## config.mk

```make
export PLATFORM = sky130hd
export DESIGN_NAME = pcba_ctrl
export DESIGN_NICKNAME = d
export VERILOG_FILES = /design/src/pcba_pkg.sv /design/src/pcba_ctrl.sv
export SDC_FILE = /design/constraint.sdc
export NUM_CORES = 1
export LEC_CHECK = 0
export BUFFER_PORTS_ARGS = -buffer_cell sky130_fd_sc_hd__buf_2
export CAP_MARGIN = 0
export CORE_MARGIN = 2
export CORE_UTILIZATION = 38
export DETAILED_ROUTE_END_ITERATION = 16
export GPL_ROUTABILITY_DRIVEN = 0
export PLACE_DENSITY_LB_ADDON = 0.2
export SYNTH_ARGS = -nofsm -noshare
export SYNTH_HDL_FRONTEND = slang
export SYNTH_SLANG_ARGS = --single-unit
```

## constraint.sdc

```tcl
create_clock -name clk -period 1.85 [get_ports clk]
set_input_delay 0.185 -clock clk [delete_from_list [all_inputs] [get_ports clk]]
set_output_delay 0.185 -clock clk [all_outputs]
set_load 0.03 [all_outputs]
```

## src/pcba_pkg.sv

```systemverilog
package pcba_pkg;

    // Operation codes of an input beat
    localparam logic [1:0] OP_LOAD_LIMIT = 2'd0;
    localparam logic [1:0] OP_LOAD_COUNT = 2'd1;
    localparam logic [1:0] OP_PEAK       = 2'd2;
    localparam logic [1:0] OP_READ       = 2'd3;

    // Configuration register indexes
    localparam logic CFG_USE_SUM_MODE = 1'b0;
    localparam logic CFG_GROUP_COUNT  = 1'b1;

    localparam int CFG_W = 3;

    typedef enum logic [3:0] {
        ST_CLEAR,
        ST_IDLE,
        ST_GROUP,
        ST_FIRST,
        ST_CMP,
        ST_SRD,
        ST_SWR,
        ST_ADV,
        ST_RRD,
        ST_RWR
    } state_t;

    // Which limit row the limit memory reads
    typedef enum logic [1:0] {
        LROW_FIRST,
        LROW_SECOND,
        LROW_AFTER
    } lim_row_t;

    typedef struct packed {
        logic     load_limit;
        logic     load_count;
        logic     capture;
        logic     grp_next;
        logic     row_clear;
        logic     row_inc;
        lim_row_t lim_row;
        logic     lo_load;
        logic     cls_latch;
        logic     st_sel_read;
        logic     st_update;
        logic     out_load;
        logic     clr_step;
    } cmd_t;

    typedef struct packed {
        logic in_smp_ok;
        logic grp_done;
        logic cnt_zero;
        logic last_int;
        logic hit;
        logic cls_ok;
        logic sum_mode;
        logic clr_last;
    } sts_t;

endpackage

```

## src/pcba_ctrl.sv

```systemverilog
module pcba_ctrl (
    input  logic              clk,
    input  logic              rst_n,
    input  logic              in_valid,
    output logic              in_ready,
    input  logic [1:0]        operation,
    output logic              out_valid,
    input  logic              out_ready,
    input  pcba_pkg::sts_t    sts,
    output pcba_pkg::cmd_t    cmd
);

    pcba_pkg::state_t state_reg;
    pcba_pkg::state_t state_next;
    logic             out_valid_reg;
    logic             out_valid_next;
    logic             accept;
    logic             out_free;

    assign in_ready  = (state_reg == pcba_pkg::ST_IDLE);
    assign accept    = in_valid && in_ready;
    assign out_valid = out_valid_reg;
    assign out_free  = !out_valid_reg || out_ready;

    always_comb
    begin
        state_next = state_reg;
        case (state_reg)
            pcba_pkg::ST_CLEAR:
            begin
                if (sts.clr_last)
                begin
                    state_next = pcba_pkg::ST_IDLE;
                end
            end
            pcba_pkg::ST_IDLE:
            begin
                if (accept)
                begin
                    if (operation == pcba_pkg::OP_PEAK && sts.in_smp_ok)
                    begin
                        state_next = pcba_pkg::ST_GROUP;
                    end
                    else if (operation == pcba_pkg::OP_READ)
                    begin
                        state_next = pcba_pkg::ST_RRD;
                    end
                end
            end
            pcba_pkg::ST_GROUP:
            begin
                if (sts.grp_done)
                begin
                    state_next = pcba_pkg::ST_IDLE;
                end
                else if (!sts.cnt_zero)
                begin
                    state_next = pcba_pkg::ST_FIRST;
                end
            end
            pcba_pkg::ST_FIRST:
            begin
                state_next = pcba_pkg::ST_CMP;
            end
            pcba_pkg::ST_CMP:
            begin
                if (sts.hit && sts.sum_mode)
                begin
                    state_next = sts.cls_ok ? pcba_pkg::ST_SRD : pcba_pkg::ST_IDLE;
                end
                else if (sts.hit && sts.cls_ok)
                begin
                    state_next = pcba_pkg::ST_SRD;
                end
                else if (sts.last_int)
                begin
                    state_next = pcba_pkg::ST_GROUP;
                end
            end
            pcba_pkg::ST_SRD:
            begin
                state_next = pcba_pkg::ST_SWR;
            end
            pcba_pkg::ST_SWR:
            begin
                state_next = sts.sum_mode ? pcba_pkg::ST_IDLE : pcba_pkg::ST_ADV;
            end
            pcba_pkg::ST_ADV:
            begin
                state_next = sts.last_int ? pcba_pkg::ST_GROUP : pcba_pkg::ST_CMP;
            end
            pcba_pkg::ST_RRD:
            begin
                state_next = pcba_pkg::ST_RWR;
            end
            pcba_pkg::ST_RWR:
            begin
                if (out_free)
                begin
                    state_next = pcba_pkg::ST_IDLE;
                end
            end
            default:
            begin
                state_next = pcba_pkg::ST_IDLE;
            end
        endcase
    end

    always_comb
    begin
        cmd         = '0;
        cmd.lim_row = pcba_pkg::LROW_FIRST;
        case (state_reg)
            pcba_pkg::ST_CLEAR:
            begin
                cmd.clr_step = 1'b1;
            end
            pcba_pkg::ST_IDLE:
            begin
                if (accept)
                begin
                    case (operation)
                        pcba_pkg::OP_LOAD_LIMIT: cmd.load_limit = 1'b1;
                        pcba_pkg::OP_LOAD_COUNT: cmd.load_count = 1'b1;
                        default:                 cmd.capture    = 1'b1;
                    endcase
                end
            end
            pcba_pkg::ST_GROUP:
            begin
                if (!sts.grp_done)
                begin
                    if (sts.cnt_zero)
                    begin
                        cmd.grp_next = 1'b1;
                    end
                    else
                    begin
                        cmd.row_clear = 1'b1;
                        cmd.lim_row   = pcba_pkg::LROW_FIRST;
                    end
                end
            end
            pcba_pkg::ST_FIRST:
            begin
                cmd.lo_load = 1'b1;
                cmd.lim_row = pcba_pkg::LROW_SECOND;
            end
            pcba_pkg::ST_CMP:
            begin
                cmd.lo_load   = 1'b1;
                cmd.cls_latch = 1'b1;
                // advance unless this interval goes to the store or, in sum mode, a hit ends the scan
                if (!(sts.hit && (sts.sum_mode || sts.cls_ok)))
                begin
                    if (sts.last_int)
                    begin
                        cmd.grp_next = 1'b1;
                    end
                    else
                    begin
                        cmd.row_inc = 1'b1;
                        cmd.lim_row = pcba_pkg::LROW_AFTER;
                    end
                end
            end
            pcba_pkg::ST_SWR:
            begin
                cmd.st_update = 1'b1;
            end
            pcba_pkg::ST_ADV:
            begin
                if (sts.last_int)
                begin
                    cmd.grp_next = 1'b1;
                end
                else
                begin
                    cmd.row_inc = 1'b1;
                    cmd.lim_row = pcba_pkg::LROW_AFTER;
                end
            end
            pcba_pkg::ST_RRD:
            begin
                cmd.st_sel_read = 1'b1;
            end
            pcba_pkg::ST_RWR:
            begin
                cmd.st_sel_read = 1'b1;
                cmd.out_load    = out_free;
            end
            default:
            begin
                cmd = '0;
            end
        endcase
    end

    always_comb
    begin
        out_valid_next = out_valid_reg;
        if (cmd.out_load)
        begin
            out_valid_next = 1'b1;
        end
        else if (out_ready)
        begin
            out_valid_next = 1'b0;
        end
    end

    always_ff @(posedge clk or negedge rst_n)
    begin
        if (!rst_n)
        begin
            state_reg     <= pcba_pkg::ST_CLEAR;
            out_valid_reg <= 1'b0;
        end
        else
        begin
            state_reg     <= state_next;
            out_valid_reg <= out_valid_next;
        end
    end

endmodule

```

==> metrics.txt <==
status=finished with violations; violated checks=setup timing; starting density of the core=0.418; worst setup slack before clock tree synthesis=0.00815 ns; CTS root buf=sky130_fd_sc_hd__clkbuf_4; max FFs per register=4; Fmax achieved=518 MHz; library cells used by synthesis=33; Syn Area/Cell=7.64 sq um; transition time at the pin with the least slew margin=0.332 ns; Total Wirelength=2.01 mm; total of warnings raised by yosys=0; ranking of synthesized cells by area=sky130_fd_sc_hd__dfrtp_1 (22%), sky130_fd_sc_hd__nand2_1 (4.7%), sky130_fd_sc_hd__nand2b_1 (4.5%); detailed-route DRC error count=0; number of synthesized register bits=5; worst slew slack as a fraction of its limit=0.777; Switching Fraction=0.471; number of sinks handled by clock tree synthesis=5; mapped cell area=558 sq um; Critical Path RT=1.66 ns; Cell Pwr Density=1530 nW/um^2; net total in the final layout=135; Placed Cells=122; max_cap viols=0; routed vias=740; final worst slack=-0.0793 ns; final period utilization=1.04; Clk pwr share=0.079; number of placement rows=13; Remaining Overflow, GRT=0; worst vdd ir=0.000939 V; cell-internal power=0.820 mW; top-level I/O count=30; Tot GR Track Use=0.231; detailed-placement wirelength estimate=1.30 mm; Period minus WS final=1.93 ns; largest net degree at the start of global routing=8; number of CTS-inserted buffers=3; core region area=1330 sq um; critical path class=flip-flop to output pin; combinational share of power=0.800; Mapped Cells=73; Net Sw Power=0.729 mW; CP arrival=1.74 ns; Iteration-0 DRC Markers=8; number of antenna violations at the first check in global routing=0; kind of path behind the tightest hold check=primary input to flip-flop; DR pass1 iterations=4; CTS max path bufs=2; antenna cells=0; kind of start point of the critical path=flip-flop; Die Ht=42.3 um; count of non-filler cells in the finished layout=135; WL/cell=14.9 um; share of post-route cells with drive strength above 1=0.600; register area share after synthesis=0.224; kind of capture point of the worst setup path=output pin; setup repair after global routing missed its margin=yes; static power due to leakage=0.491 nW; smallest hold slack=0.283 ns; maximum fanout along the worst path=5; worst-skew pair later-pin latency=0.23 ns; Final Hold Vio Count=0; die area=1790 sq um; htree depth=1; Antenna Nets Post-Route=0; clock skew after layout=0.00120 ns; share of total power in sequential cells=0.121; Final Max Slew Viols=0; clock-pin slew on the worst setup and hold paths=0.04 ns; synthesized netlist net count=87; Final setup violation count=3; wire length of the first global-routing pass=3.24 mm; detailed-route vias per instance=5.48; TritonCTS clock tree=built; count of input and output buffers=29; Synth area leader=sky130_fd_sc_hd__dfrtp_1; area added between synthesis and finish=81.2%; fraction of post-synthesis cell area in the top cell type by area=0.224; number of global-route vias before repair=727; width of the chip=42.3 um
-- critical path, cell delays in order, from the launching register on --
cell                      delay (ns)
sky130_fd_sc_hd__dfrtp_1        0.41
sky130_fd_sc_hd__or2_4          0.26
sky130_fd_sc_hd__or4b_4         0.53
sky130_fd_sc_hd__a21bo_4        0.20
sky130_fd_sc_hd__buf_6          0.12
-- cell type report --
class / instances / area, sq um
timing repair buffer: 49 / 342
inverter: 1 / 3.75
clock buffer: 4 / 26.3
tap: 15 / 18.8
sequential: 5 / 125
fill: 109 / 323
multi-input combinational: 61 / 495
-- cell usage after synthesis (all sizes together) --
cell	number
nand3	1
a21bo	1
a22oi	1
nor4bb	1
nand4	1
nand2b	4
o2bb2ai	1
nor3b	3
dfrtp	5
a21oi	3
o21ai	4
or3	3
nand2	7
o21a	2
o41ai	1
clkbuf	4
and3	1
or2	3
nor2	5
nor3	4
o21bai	1
nor4b	1
nor2b	4
buf	2
nor4	3
inv	1
or3b	1
mux2	3
or4b	2
-- power by group through the flow --
stage / combinational [mW] / sequential (mW) / clock (mW)
5_1_grt: 1.32 / 0.196 / 0.131
2_1_floorplan: 0.658 / 0.218 / 0
6_report: 1.24 / 0.187 / 0.122
3_3_place_gp: 0.962 / 0.182 / 0
4_1_cts: 1.14 / 0.187 / 0.123
3_5_place_dp: 0.982 / 0.184 / 0
-- stage by stage --
step | setup TNS [ns] | total power [mW] | cell area [sq um] | util
final | -0.131 | 1.55 | 1010 | 0.758
after global placement | 0 | 1.14 | 830 | 0.622
after detailed placement | 0 | 1.17 | 830 | 0.622
after CTS | -0.118 | 1.45 | 971 | 0.728
after floorplan | -0.0500 | 0.876 | 621 | -
after global routing | -0.849 | 1.65 | 1010 | 0.758
-- layer usage --
metal | track usage | wire length, um | vias up
met5 | 0 | 0 | -
met4 | 0.0563 | 34 | 0
met3 | 0.0302 | 75 | 4
met2 | 0.412 | 1000 | 24
met1 | 0.290 | 901 | 353
li1 | - | - | 359
-- what timing repair did --
| item | in CTS | in global routing |
|---|---|---|
| endpoints found under the setup margin | 6 | 10 |
| hold buffers | 1 | 0 |
| buffers inserted | 7 | 1 |
| endpoints found under the hold margin | 5 | 0 |
| pin swaps | 8 | 2 |
| resized for setup | 16 | 7 |
| gates cloned | 0 | 0 |
-- worst paths after layout --
kind | start | end | slack [ns] | depth (start not counted)
hold / removal | out_ready | state_reg[3]$_DFFE_PN0P_ | 0.28 | 4
hold reg to reg | state_reg[3]$_DFFE_PN0P_ | state_reg[2]$_DFFE_PN0P_ | 0.52 | 1
setup / recovery | state_reg[3]$_DFFE_PN0P_ | cmd[10] | -0.08 | 4
min in group asynchronous | rst_n | state_reg[2]$_DFFE_PN0P_ | 0.31 | 2
setup reg to reg | state_reg[3]$_DFFE_PN0P_ | state_reg[0]$_DFFE_PN0P_ | -0.03 | 5
max in group asynchronous | rst_n | state_reg[0]$_DFFE_PN0P_ | 1.41 | 2
-- placed cells by master, fill, tap and decap left out, types with 3 or more instances in the layout --
master / instances
sky130_fd_sc_hd__buf_6: 7
sky130_fd_sc_hd__buf_2: 22
sky130_fd_sc_hd__clkbuf_4: 3
sky130_fd_sc_hd__nand2b_1: 4
sky130_fd_sc_hd__buf_4: 19
sky130_fd_sc_hd__nor2_1: 4
sky130_fd_sc_hd__a21oi_1: 3
sky130_fd_sc_hd__or3_1: 3
sky130_fd_sc_hd__dfrtp_1: 5
sky130_fd_sc_hd__o21ai_0: 4
sky130_fd_sc_hd__nor3_1: 3
sky130_fd_sc_hd__nand2_1: 6
-- cell families after synthesis --
kind of cell	count (synthesis)	share of synthesized area
AND/OR/NAND/NOR	44	0.482
multiplexers	3	0.0605
AO/OA/AOI/OAI	14	0.166
buffers and inverters	7	0.0673
flip-flops	5	0.224
Note: power is estimated with default switching activity, not from simulation.
